$ cat src/rtl/pcsc_pkg.sv
package pcsc_pkg;

  typedef struct packed {
    logic [15:0] primary_in;
    logic [7:0]  second_in;
    logic [7:0]  third_in;
  } pix_in_t;

  typedef struct packed {
    logic [15:0] primary_out;
    logic [7:0]  second_out;
    logic [7:0]  third_out;
  } pix_out_t;

  // conversion_mode codes
  localparam logic [3:0] MODE_RGB_TO_565  = 4'd0;
  localparam logic [3:0] MODE_565_TO_RGB  = 4'd1;
  localparam logic [3:0] MODE_RGB_TO_GREY = 4'd2;
  localparam logic [3:0] MODE_GREY_TO_RGB = 4'd3;
  localparam logic [3:0] MODE_565_TO_GREY = 4'd4;
  localparam logic [3:0] MODE_GREY_TO_565 = 4'd5;
  localparam logic [3:0] MODE_RGB_TO_HSV  = 4'd6;
  localparam logic [3:0] MODE_HSV_TO_RGB  = 4'd7;
  localparam logic [3:0] MODE_565_TO_HSV  = 4'd8;
  localparam logic [3:0] MODE_HSV_TO_565  = 4'd9;

  typedef struct packed {
    logic [7:0] r;
    logic [7:0] g;
    logic [7:0] b;
  } rgb_t;

  typedef struct packed {
    logic [8:0] h;
    logic [7:0] s;
    logic [7:0] v;
  } hsv_t;

endpackage

$ cat src/rtl/pcsc_rgb2hsv.sv
module pcsc_rgb2hsv (
  input  logic          clk,
  input  pcsc_pkg::rgb_t pix,
  output pcsc_pkg::hsv_t hsv
);

  localparam logic [1:0] MAX_R = 2'd0;
  localparam logic [1:0] MAX_G = 2'd1;
  localparam logic [1:0] MAX_B = 2'd2;
  localparam int DIV_STAGES = 4;

  typedef struct packed {
    logic [7:0] rem;
    logic [7:0] nlo;
    logic [7:0] q;
  } div_t;

  typedef struct packed {
    logic [7:0] mx;
    logic [7:0] delta;
    logic       neg;
    logic [1:0] sel;
  } side_t;

  // one restoring division step; remainder stays below the divisor
  function automatic div_t div_step(div_t x, logic [7:0] d);
    logic [8:0] t;
    logic       ge;
    div_t       y;
    t = {x.rem, x.nlo[7]};
    ge = (t >= {1'b0, d});
    y.rem = ge ? 8'(t - {1'b0, d}) : t[7:0];
    y.nlo = {x.nlo[6:0], 1'b0};
    y.q = {x.q[6:0], ge};
    return y;
  endfunction

  // stage 1 comb
  logic [7:0] mx_c, mn_c, hi_c, lo_c;
  logic [1:0] sel_c;

  side_t      sd [DIV_STAGES + 2];
  logic [7:0] absd;
  logic [15:0] nsat, nhue;
  div_t       ls [DIV_STAGES];
  div_t       lh [DIV_STAGES];
  div_t       ls0, lh0;

  always_comb begin
    if (pix.r >= pix.g && pix.r >= pix.b) begin
      sel_c = MAX_R;
      mx_c = pix.r;
      hi_c = pix.g;
      lo_c = pix.b;
    end else if (pix.g >= pix.b) begin
      sel_c = MAX_G;
      mx_c = pix.g;
      hi_c = pix.b;
      lo_c = pix.r;
    end else begin
      sel_c = MAX_B;
      mx_c = pix.b;
      hi_c = pix.r;
      lo_c = pix.g;
    end
    mn_c = pix.r;
    if (pix.g < mn_c) mn_c = pix.g;
    if (pix.b < mn_c) mn_c = pix.b;
  end

  always_comb begin
    ls0 = div_step(div_step('{rem: nsat[15:8], nlo: nsat[7:0], q: 8'd0}, sd[1].mx),
                   sd[1].mx);
    lh0 = div_step(div_step('{rem: nhue[15:8], nlo: nhue[7:0], q: 8'd0}, sd[1].delta),
                   sd[1].delta);
  end

  always_ff @(posedge clk) begin
    sd[0].mx <= mx_c;
    sd[0].delta <= mx_c - mn_c;
    sd[0].neg <= (hi_c < lo_c);
    sd[0].sel <= sel_c;
    absd <= (hi_c < lo_c) ? lo_c - hi_c : hi_c - lo_c;
    // numerators: 255*delta and 60*|diff|
    sd[1] <= sd[0];
    nsat <= {sd[0].delta, 8'd0} - {8'd0, sd[0].delta};
    nhue <= 16'({8'd0, absd} * 16'd60);
    // two quotient bits per stage
    ls[0] <= ls0;
    lh[0] <= lh0;
    sd[2] <= sd[1];
    for (int k = 1; k < DIV_STAGES; k++) begin
      ls[k] <= div_step(div_step(ls[k-1], sd[k+1].mx), sd[k+1].mx);
      lh[k] <= div_step(div_step(lh[k-1], sd[k+1].delta), sd[k+1].delta);
      sd[k+2] <= sd[k+1];
    end
  end

  logic signed [9:0] base, hue;
  logic signed [9:0] qx;

  always_comb begin
    case (sd[DIV_STAGES+1].sel)
      MAX_R:   base = 10'sd0;
      MAX_G:   base = 10'sd120;
      default: base = 10'sd240;
    endcase
    qx = $signed({2'b00, lh[DIV_STAGES-1].q});
    hue = sd[DIV_STAGES+1].neg ? base - qx : base + qx;
    if (hue < 0) hue = hue + 10'sd360;
  end

  always_ff @(posedge clk) begin
    hsv.v <= sd[DIV_STAGES+1].mx;
    if (sd[DIV_STAGES+1].delta == 8'd0) begin
      hsv.h <= 9'd0;
      hsv.s <= 8'd0;
    end else begin
      hsv.h <= hue[8:0];
      hsv.s <= ls[DIV_STAGES-1].q;
    end
  end

endmodule

$ cat src/rtl/pcsc_hsv2rgb.sv
module pcsc_hsv2rgb (
  input  logic          clk,
  input  logic [15:0]   hue,
  input  logic [7:0]    sat,
  input  logic [7:0]    val,
  output pcsc_pkg::rgb_t rgb
);

  localparam logic [2:0] SECT_0 = 3'd0;
  localparam logic [2:0] SECT_1 = 3'd1;
  localparam logic [2:0] SECT_2 = 3'd2;
  localparam logic [2:0] SECT_3 = 3'd3;
  localparam logic [2:0] SECT_4 = 3'd4;
  localparam logic [2:0] SECT_5 = 3'd5;

  typedef struct packed {
    logic       s_zero;
    logic [2:0] sector;
    logic [7:0] v;
  } side_t;

  // stage 1: quotient estimate of hue/360, low by at most one
  logic [15:0] h1;
  logic [7:0]  s1, v1, qe1;
  logic [30:0] prod1;

  assign prod1 = {15'd0, hue} * 31'd23301;

  always_ff @(posedge clk) begin
    h1 <= hue;
    s1 <= sat;
    v1 <= val;
    qe1 <= prod1[30:23];
  end

  // stage 2: hue mod 360
  logic [16:0] m360;
  logic [9:0]  hm0;
  logic [8:0]  hm2;
  logic [7:0]  s2, v2;

  assign m360 = {9'd0, qe1} * 17'd360;
  assign hm0 = 10'({1'b0, h1} - m360);

  always_ff @(posedge clk) begin
    hm2 <= (hm0 >= 10'd360) ? 9'(hm0 - 10'd360) : hm0[8:0];
    s2 <= s1;
    v2 <= v1;
  end

  // stage 3: sector and rem = (h % 60) * 17 / 4
  logic [2:0] sect_c;
  logic [8:0] off_c;
  logic [5:0] hr_c;
  logic [9:0] r17_c;
  logic [2:0] sect3;
  logic [7:0] rem3, s3, v3;

  always_comb begin
    if (hm2 >= 9'd300) begin
      sect_c = SECT_5;
      off_c = 9'd300;
    end else if (hm2 >= 9'd240) begin
      sect_c = SECT_4;
      off_c = 9'd240;
    end else if (hm2 >= 9'd180) begin
      sect_c = SECT_3;
      off_c = 9'd180;
    end else if (hm2 >= 9'd120) begin
      sect_c = SECT_2;
      off_c = 9'd120;
    end else if (hm2 >= 9'd60) begin
      sect_c = SECT_1;
      off_c = 9'd60;
    end else begin
      sect_c = SECT_0;
      off_c = 9'd0;
    end
    hr_c = 6'(hm2 - off_c);
    r17_c = {hr_c, 4'd0} + {4'd0, hr_c};
  end

  always_ff @(posedge clk) begin
    sect3 <= sect_c;
    rem3 <= r17_c[9:2];
    s3 <= s2;
    v3 <= v2;
  end

  // stage 4: 8x8 products
  side_t       sd4, sd5, sd6;
  logic [15:0] pn4, e1_4, e2_4;

  always_ff @(posedge clk) begin
    sd4.s_zero <= (s3 == 8'd0);
    sd4.sector <= sect3;
    sd4.v <= v3;
    pn4 <= {8'd0, v3} * {8'd0, 8'd255 - s3};
    e1_4 <= 16'd65025 - {8'd0, s3} * {8'd0, rem3};
    e2_4 <= 16'd65025 - {8'd0, s3} * {8'd0, 8'd255 - rem3};
  end

  // stage 5: p = pn/255 exactly for pn below 65535; v*e products
  logic [16:0] x255;
  logic [7:0]  p5;
  logic [23:0] yq5, yt5;

  assign x255 = {1'b0, pn4} + 17'd1 + {9'd0, pn4[15:8]};

  always_ff @(posedge clk) begin
    sd5 <= sd4;
    p5 <= x255[15:8];
    yq5 <= {16'd0, sd4.v} * {8'd0, e1_4};
    yt5 <= {16'd0, sd4.v} * {8'd0, e2_4};
  end

  // stage 6: reciprocal estimate of y/65025, low by at most one
  logic [40:0] pq6, pt6;
  logic [7:0]  p6, q0q6, q0t6;
  logic [23:0] yq6, yt6;

  assign pq6 = {17'd0, yq5} * 41'd66051;
  assign pt6 = {17'd0, yt5} * 41'd66051;

  always_ff @(posedge clk) begin
    sd6 <= sd5;
    p6 <= p5;
    yq6 <= yq5;
    yt6 <= yt5;
    q0q6 <= pq6[39:32];
    q0t6 <= pt6[39:32];
  end

  // stage 7: correction and sector select
  logic [23:0] rq, rt;
  logic [7:0]  qv, tv;

  always_comb begin
    rq = yq6 - {16'd0, q0q6} * 24'd65025;
    rt = yt6 - {16'd0, q0t6} * 24'd65025;
    qv = (rq >= 24'd65025) ? q0q6 + 8'd1 : q0q6;
    tv = (rt >= 24'd65025) ? q0t6 + 8'd1 : q0t6;
  end

  always_ff @(posedge clk) begin
    if (sd6.s_zero) begin
      rgb <= {sd6.v, sd6.v, sd6.v};
    end else begin
      case (sd6.sector)
        SECT_0:  rgb <= {sd6.v, tv, p6};
        SECT_1:  rgb <= {qv, sd6.v, p6};
        SECT_2:  rgb <= {p6, sd6.v, tv};
        SECT_3:  rgb <= {p6, qv, sd6.v};
        SECT_4:  rgb <= {tv, p6, sd6.v};
        default: rgb <= {sd6.v, p6, qv};
      endcase
    end
  end

endmodule

$ cat src/rtl/pixel_color_space_converter.sv
// Channel  Ports                    Handshake
// -------  -----------------------  -----------------------------------------
// pixel    pixel, start, busy       item taken when start && !busy
// result   result, done             done high one cycle per item, no backpressure
// config   cfg_we, cfg_data         conversion_mode written when cfg_we
//
// One item per clock; busy never rises. Each taken item passes the input
// register, seven stages set by the 8-step restoring divider (RGB to HSV)
// and the multiply/reciprocal chain (HSV to RGB), then the output register.
// Synchronous reset clears valid bits and the mode register; the pipeline
// drains nothing after reset.
module pixel_color_space_converter (
  input  logic               clk,
  input  logic               rst,
  input  logic               start,
  output logic               busy,
  input  pcsc_pkg::pix_in_t  pixel,
  output logic               done,
  output pcsc_pkg::pix_out_t result,
  input  logic               cfg_we,
  input  logic [3:0]         cfg_data
);

  localparam int DEPTH = 7;

  typedef struct packed {
    logic [3:0]     mode;
    pcsc_pkg::rgb_t src;
    logic [17:0]    lsum;
  } stage_t;

  function automatic logic [15:0] pack565(pcsc_pkg::rgb_t c);
    return {c.r[7:3], c.g[7:2], c.b[7:3]};
  endfunction

  logic [3:0]         conversion_mode;
  logic               s1_valid;
  pcsc_pkg::pix_in_t  s1_pix;
  logic [DEPTH-1:0]   vld;
  stage_t             line [DEPTH];
  pcsc_pkg::rgb_t     src;
  logic [17:0]        lsum;
  pcsc_pkg::hsv_t     hsv_res;
  pcsc_pkg::rgb_t     rgb_res;
  pcsc_pkg::pix_out_t res_next;

  assign busy = 1'b0;

  always_ff @(posedge clk) begin
    if (rst) begin
      conversion_mode <= pcsc_pkg::MODE_RGB_TO_565;
    end else if (cfg_we) begin
      conversion_mode <= cfg_data;
    end
  end

  always_ff @(posedge clk) begin
    if (rst) begin
      s1_valid <= 1'b0;
    end else begin
      s1_valid <= start && !busy;
    end
    s1_pix <= pixel;
  end

  // source RGB for the pack, RGB, grey and HSV paths
  always_comb begin
    case (conversion_mode)
      pcsc_pkg::MODE_565_TO_RGB, pcsc_pkg::MODE_565_TO_GREY,
      pcsc_pkg::MODE_565_TO_HSV: begin
        src.r = {s1_pix.primary_in[15:11], s1_pix.primary_in[15:13]};
        src.g = {s1_pix.primary_in[10:5], s1_pix.primary_in[10:9]};
        src.b = {s1_pix.primary_in[4:0], s1_pix.primary_in[4:2]};
      end
      pcsc_pkg::MODE_GREY_TO_RGB, pcsc_pkg::MODE_GREY_TO_565: begin
        src = {s1_pix.primary_in[7:0], s1_pix.primary_in[7:0], s1_pix.primary_in[7:0]};
      end
      default: begin
        src = {s1_pix.primary_in[7:0], s1_pix.second_in, s1_pix.third_in};
      end
    endcase
    lsum = {10'd0, src.r} * 18'd306 + {10'd0, src.g} * 18'd601
         + {10'd0, src.b} * 18'd117;
  end

  pcsc_rgb2hsv u_rgb2hsv (
    .clk (clk),
    .pix (src),
    .hsv (hsv_res)
  );

  pcsc_hsv2rgb u_hsv2rgb (
    .clk (clk),
    .hue (s1_pix.primary_in),
    .sat (s1_pix.second_in),
    .val (s1_pix.third_in),
    .rgb (rgb_res)
  );

  // side line for the short paths, aligned with the converter stages
  always_ff @(posedge clk) begin
    if (rst) begin
      vld <= '0;
    end else begin
      vld <= {vld[DEPTH-2:0], s1_valid};
    end
    line[0] <= '{mode: conversion_mode, src: src, lsum: lsum};
    for (int k = 1; k < DEPTH; k++) begin
      line[k] <= line[k-1];
    end
  end

  always_comb begin
    res_next = '0;
    case (line[DEPTH-1].mode)
      pcsc_pkg::MODE_RGB_TO_565, pcsc_pkg::MODE_GREY_TO_565: begin
        res_next.primary_out = pack565(line[DEPTH-1].src);
      end
      pcsc_pkg::MODE_565_TO_RGB, pcsc_pkg::MODE_GREY_TO_RGB: begin
        res_next.primary_out = {8'd0, line[DEPTH-1].src.r};
        res_next.second_out = line[DEPTH-1].src.g;
        res_next.third_out = line[DEPTH-1].src.b;
      end
      pcsc_pkg::MODE_RGB_TO_GREY, pcsc_pkg::MODE_565_TO_GREY: begin
        res_next.primary_out = {8'd0, line[DEPTH-1].lsum[17:10]};
      end
      pcsc_pkg::MODE_RGB_TO_HSV, pcsc_pkg::MODE_565_TO_HSV: begin
        res_next.primary_out = {7'd0, hsv_res.h};
        res_next.second_out = hsv_res.s;
        res_next.third_out = hsv_res.v;
      end
      pcsc_pkg::MODE_HSV_TO_RGB: begin
        res_next.primary_out = {8'd0, rgb_res.r};
        res_next.second_out = rgb_res.g;
        res_next.third_out = rgb_res.b;
      end
      pcsc_pkg::MODE_HSV_TO_565: begin
        res_next.primary_out = pack565(rgb_res);
      end
      default: begin
        res_next = '0;
      end
    endcase
  end

  always_ff @(posedge clk) begin
    if (rst) begin
      done <= 1'b0;
    end else begin
      done <= vld[DEPTH-1];
    end
    result <= res_next;
  end

`ifndef SYNTHESIS
  a_latency: assert property (@(posedge clk) disable iff (rst)
    (start && !busy) |-> ##9 done)
    else $error("item accepted but no result after fixed latency");

  a_no_extra: assert property (@(posedge clk) disable iff (rst)
    !(start && !busy) |-> ##9 !done)
    else $error("result strobe without an accepted item");

  a_hue_range: assert property (@(posedge clk) disable iff (rst)
    (vld[DEPTH-1] && (line[DEPTH-1].mode == pcsc_pkg::MODE_RGB_TO_HSV ||
                      line[DEPTH-1].mode == pcsc_pkg::MODE_565_TO_HSV))
    |=> (result.primary_out < 16'd360))
    else $error("hue out of range");

  a_unused_zero: assert property (@(posedge clk) disable iff (rst)
    (vld[DEPTH-1] && (line[DEPTH-1].mode == pcsc_pkg::MODE_RGB_TO_565 ||
                      line[DEPTH-1].mode == pcsc_pkg::MODE_RGB_TO_GREY ||
                      line[DEPTH-1].mode == pcsc_pkg::MODE_565_TO_GREY ||
                      line[DEPTH-1].mode == pcsc_pkg::MODE_GREY_TO_565 ||
                      line[DEPTH-1].mode == pcsc_pkg::MODE_HSV_TO_565))
    |=> (result.second_out == 8'd0 && result.third_out == 8'd0))
    else $error("unused output fields not zero");
`endif

endmodule

$ cat config.mk
export PLATFORM = sky130hd
export DESIGN_NAME = pixel_color_space_converter
export DESIGN_NICKNAME = d
export VERILOG_FILES = /design/src/rtl/pcsc_pkg.sv /design/src/rtl/pcsc_rgb2hsv.sv /design/src/rtl/pcsc_hsv2rgb.sv /design/src/rtl/pixel_color_space_converter.sv
export SDC_FILE = /design/constraint.sdc
export NUM_CORES = 2
export LEC_CHECK = 0
export BUFFER_PORTS_ARGS = -buffer_cell sky130_fd_sc_hd__buf_2
export CAP_MARGIN = 20
export CORE_MARGIN = 2
export CORE_UTILIZATION = 39
export CTS_CLUSTER_DIAMETER = 120
export CTS_CLUSTER_SIZE = 10
export DETAILED_ROUTE_END_ITERATION = 10
export PLACE_DENSITY_LB_ADDON = 0.2
export SYNTH_ARGS = -nofsm -noshare
export SYNTH_HDL_FRONTEND = slang
export SYNTH_SLANG_ARGS = --single-unit
$ cat constraint.sdc
create_clock -name clk -period 8.05 [get_ports clk]
set_input_delay 1.2075 -clock clk [delete_from_list [all_inputs] [get_ports clk]]
set_output_delay 1.2075 -clock clk [all_outputs]
set_load 0.02 [all_outputs]
# Word level (Yosys, flattened, before mapping)
# Memory sizes are Yosys's and may differ from the RTL's. A register that Yosys moved wholly into a read port is not among the register bits.
# Cells that the tools add are included.
dict set report word_totals {
  ff_bits 452
  ram_bits 612
  inputBits 40
  memories 4
}
dict set report op_classes {
  n_addsub 39
  mul 15
  order_cmp 31
  n_eq_ne 19
  n_mux 47
  reduce_logical 13
}
# name depth word_bits rd rd_ports_with_merged_regs wr line
set mem_list {}
lappend mem_list {line 7 46 7 0 7 pixel_color_space_converter.sv:40} ;# stage_t line [DEPTH];
lappend mem_list {u_rgb2hsv.sd 6 19 6 0 6 pcsc_rgb2hsv.sv:42} ;# side_t sd [DIV_STAGES + 2];
lappend mem_list {u_rgb2hsv.lh 4 22 4 0 4 pcsc_rgb2hsv.sv:46} ;# div_t lh [DIV_STAGES];
lappend mem_list {u_rgb2hsv.ls 4 22 4 1 4 pcsc_rgb2hsv.sv:45} ;# div_t ls [DIV_STAGES];
# op count
set ops {}
lappend ops {{$mux W8} 27}
lappend ops {{$sub A8 B8 Y8} 18}
lappend ops {{$ge A9 B8 Y1} 15}
lappend ops {{$pmux W24 S5} 1}
lappend ops {{$pmux W16 S6} 1}
lappend ops {{$mul A24 B17 Y40 const B} 2}
lappend ops {{$ge A24 B16 Y1 const B} 2}
lappend ops {{$mul A8 B16 Y24} 2}
lappend ops {{$mul A8 B16 Y24 const B} 2}
lappend ops {{$mul A8 B8 Y16} 3}
lappend ops {{$pmux W16 S3} 1}
lappend ops {{$pmux W24 S2} 1}
lappend ops {{$sub A24 B24 Y24} 2}
lappend ops {{$sub A16 B16 Y16 const A} 2}
lappend ops {{$mul A16 B15 Y31 const B} 1}
lappend ops {{$mux W6} 5}
lappend ops {{$eq A4 B3 Y1 const B} 6}
lappend ops {{$ge A8 B8 Y1} 3}
lappend ops {{$lt A8 B8 Y1} 3}
lappend ops {{$mux W24} 1}
lappend ops {{$add A17 B18 Y18} 1}
lappend ops {{$add A18 B15 Y18} 1}
lappend ops {{$ge A9 B8 Y1 const B} 2}
lappend ops {{$mul A8 B10 Y18 const B} 1}
lappend ops {{other kinds (43)} 61}

# Logic depth before layout (Yosys ltp)
dict set report depth {
  ltp_word 8
  mapped_depth 35
  ltp_nobuf 31
}

# Modules after synthesis
# From an unflattened synthesis, not the netlist that was laid out.
dict set report unflattened {
  hier_cells 6577
  hier_area_um2 65313.9
}
# mod instances cells_each area_each_um2
set modules_own_cells {}
lappend modules_own_cells {pcsc_hsv2rgb 1 4029 38135.3}
lappend modules_own_cells {pcsc_rgb2hsv 1 1609 15418.5}
lappend modules_own_cells {pixel_color_space_converter 1 939 11760.0}

# Worst setup path before layout
# OpenSTA, ideal clock, no wires.
dict set report synth_path {
  path_kind {flip-flop to flip-flop}
  from {register conversion_mode[0]}
  to {memory line[0][17] (netlist name)}
  setup_ns 0.072
  arrival_ns 7.197
  slack_ns 0.780
  stages_incl_launch_ff 31
  path_buffers 2
  path_cell_list {dfxtp_1 > o21a_1 > or3_1 > clkbuf_1 > clkbuf_1 > a21oi_1 > inv_1 > ha_1 > ha_1 > ha_1 > fa_1 > inv_1 > fa_1 > inv_1 > fa_1 > inv_1 > fa_1 > inv_1 > fa_1 > ha_1 > a2111oi_0 > nand2_1 > o211ai_1 > a21oi_1 > nor4_1 > nor4_1 > o31a_1 > o21ai_0 > nand2b_1 > a21oi_1 > xnor2_1}
}
# element line
set synth_rtl {}
lappend synth_rtl {{from (decl)} pixel_color_space_converter.sv:36} ;# logic [3:0] conversion_mode;
lappend synth_rtl {{from (signal assigned)} pixel_color_space_converter.sv:51} ;# conversion_mode <= pcsc_pkg::MODE_RGB_TO_565;
lappend synth_rtl {{from (signal assigned)} pixel_color_space_converter.sv:53} ;# conversion_mode <= cfg_data;
lappend synth_rtl {{to (decl)} pixel_color_space_converter.sv:40}

==> results_dict.tcl <==
set metrics [dict create \
    startpoint_type "register" \
    cp-startpoint "conversion_mode[0]" \
    post-route-min-period_ns 7.53 \
    core_area_sq_um 165000 \
    cts_buffers 103 \
    hpwlAfterDp_mm 120 \
    rrSetupSlack_ns 0.52 \
    status "finished, final reports clean" \
    hold_slack_ns 0.274 \
    finalCritPeriodShare_pct 93.6 \
    routed_wirelength_mm 149 \
    cp.required_ns 8.63 \
    reg2reg_depth 31 \
    slew_headroom_pct 31.3 \
    crit_top_cell "ha_1" \
    rsz0062_at_grt "no" \
    cts_resized 0 \
    crit_end "line[0][17]" \
    final_layout_size_suffix_gt1_share_pct 5.32 \
    setup_viol 0 \
    postSynthCellCount 6529 \
    grt.total_usage_pct 18.1 \
    ys_top_cells_by_count "inv_1 (1172), ha_1 (1088), dfxtp_1 (927)" \
    drc_errors 0 \
    ios 74 \
    areaGrowthSynthToFinish_pct 9.14 \
    yosys_warnings 0 \
    ff_latch_area_sq_um 18600 \
    grt_pass1_wl_mm 245 \
    fin_skew_ns 0.0793 \
    slowest_stage "fa_1" \
    placement.setup.worst_slack_ns 0.547 \
    n_fill_cell 16028 \
    cts.clk_slew.worst_paths_ns 0.05 \
    post-cts-setup-buffer-count 0 \
    tritoncts "done" \
    finalNetCount 8312 \
    slew_viol_final 0 \
    hold_path_class "reg -> reg" \
    die_h_um 411 \
    clock-root-buffer "clkbuf_16" \
    grt_antenna_before_repair 11 \
    finalHoldViolCount 0 \
    port_buffers 72 \
    grt_max_degree 34 \
    synth_edf_count 0 \
    arrival_ns 8.12 \
    path_class "reg -> reg" \
    grt_overflow_total 0 \
    worstReg2RegStart "conversion_mode[0]" \
    cts_max_level 3 \
    first_global_vias 45538 \
    cts_hold_buffers 0 \
    synth.cell_area_sq_um 64600 \
    place.gp.congestion 0.870 \
    worst_pin_slew_ns 1.03 \
    num_vias 43528 \
    clkLatencyLatePin_ns 0.72 \
    syn_nets 8202 \
    r2r-end "line[0][17]" \
    ys_seq_area_share_pct 28.7 \
    ys_types 97 \
    row_count 149 \
    wl_per_cell_um 16.9 \
    multiInputGateArea_sq_um 41200 \
    synthFlopType "dfxtp_1" \
    synthTopCellsByArea "dfxtp_1 (29%), ha_1 (21%), fa_1 (17%)" \
    slowest_delay_ns 0.54 \
    max_freq_ghz 0.133 \
    cp-end-kind "register" \
    fin_tns_setup_ns 0 \
    vias_per_cell 4.92 \
    postRouteAntennaNets 0 \
    avgSynthCellArea_sq_um 9.89 \
    die_x_um 411 \
    synth_seq_cells 927 \
    dieArea_sq_um 169000 \
    drtIter0Drc 1884 \
    synth.most_common_cell "inv_1" \
    synth.top_cell.area_share_pct 28.7 \
    clock_sinks 927 \
    first_pass_iters 6 \
    cts_buffer_depth 3 \
    initial_core_util_pct 39.2 \
    cap_violations 0 \
    fin_util_pct 42.8 \
    synth_top_area_cell "dfxtp_1" \
    setup_slack_ns 0.515 \
    path_max_fanout 8 \
    synthArstFlopShare_pct 0 \
]
[through the flow]
step	std cells	area (sq um)
after floorplan	6529	64600
after global placement	8723	67600
after detailed placement	8723	67600
after CTS	8837	70500
after global routing	8837	70500
final	8840	70500
[flip-flops by register name, summed over array words and instances (netlist names), 16 cells and up]
register,flops
u_hsv2rgb.yt6,24
u_rgb2hsv.sd,113
u_rgb2hsv.ls,53
u_hsv2rgb.yq5,24
result,32
u_hsv2rgb.yt5,24
u_rgb2hsv.nsat,16
line,252
s1_pix,32
u_hsv2rgb.e1_4,16
u_hsv2rgb.rgb,24
u_rgb2hsv.lh,50
u_hsv2rgb.pn4,16
u_rgb2hsv.hsv,25
u_hsv2rgb.e2_4,16
u_hsv2rgb.yq6,24
[cells in the final DEF (no fill, tap or decap), types with 10 or more instances in the layout]
cell type,Yosys,final
o21bai_1,25,25
mux2_2,70,70
xor2_1,85,85
a21oi_1,237,237
a21o_1,129,129
and3_1,22,22
dfxtp_1,927,927
nand3_1,58,58
o21a_1,48,48
xnor2_1,178,178
clkbuf_16,0,104
nor2_1,235,235
o211ai_1,32,32
a21boi_0,32,32
buf_2,8,72
and2_1,190,190
nand2b_1,112,112
fa_1,545,545
mux2i_1,41,41
a211oi_1,22,22
buf_4,1,54
a22oi_1,16,16
inv_1,1172,1172
o21ai_1,6,10
or4_1,13,13
nor2b_1,143,143
o31ai_1,20,20
nand4_1,42,42
ha_1,1088,1088
a221oi_1,13,13
nand2_1,388,387
a31oi_1,20,20
a222oi_1,26,26
o21ai_0,241,237
nor3_1,43,40
or3_1,17,17
nor4_1,13,13
or2_2,12,12
[worst min-delay path by stage]
stage | start | endpoint | slack, ns | depth (start not counted)
finish | line[4][11] | line[5][11] | 0.27 | 0
global route | u_hsv2rgb.sd5[6] | u_hsv2rgb.sd6[6] | 0.29 | 0
CTS | line[4][11] | line[5][11] | 0.28 | 0
detailed placement | line[1][40] | line[2][40] | 0.31 | 0
global placement | u_hsv2rgb.v2[6] | u_hsv2rgb.v3[6] | 0.31 | 0
floorplan | line[0][10] | line[1][10] | 0.31 | 0
[per-layer routing]
| metal | vias to the layer above | track usage [%] | share of wire [%] |
|---|---|---|---|
| li1 | 21544 | - | - |
| met1 | 21153 | 23.6 | 46 |
| met2 | 629 | 32.0 | 49 |
| met3 | 202 | 2.04 | 2.9 |
| met4 | 0 | 4.16 | 2.0 |
| met5 | - | 0 | 0 |
[critical path: cells and delay by family, from the launching register on]
| kind | cells | cell delay (ns) |
|---|---|---|
| adders and majority gates | 9 | 3.12 |
| AOI/OAI and AO/OA | 11 | 1.78 |
| buffers and inverters | 4 | 0.49 |
| DFF | 1 | 0.36 |
| xor gates and xnor gates | 2 | 0.29 |
| and+or+nand+nor | 5 | 1.38 |
[kinds of logic after synthesis]
kind of cell,after synthesis,share of synthesized area [%]
DFF,927,28.7
adders and majority gates,1633,38.0
other,1,0.00581
AOI/OAI and AO/OA,980,9.94
buffers and inverters,1293,7.56
muxes,111,1.86
xor gates and xnor gates,263,3.57
and+or+nand+nor,1321,10.4
[cell type report]
cell class / count / area share (%)
antenna: 3 / 0.0107
clock buffer: 106 / 3.72
clock inverter: 8 / 0.311
inverter: 1172 / 6.24
multi-input combinational: 4309 / 58.4
sequential: 927 / 26.3
tap: 2189 / 3.89
timing repair buffer: 126 / 1.09
Power is left out: the tool's default activity adds up to more than one toggle a clock period on the data nets, which glitch-free logic cannot reach.
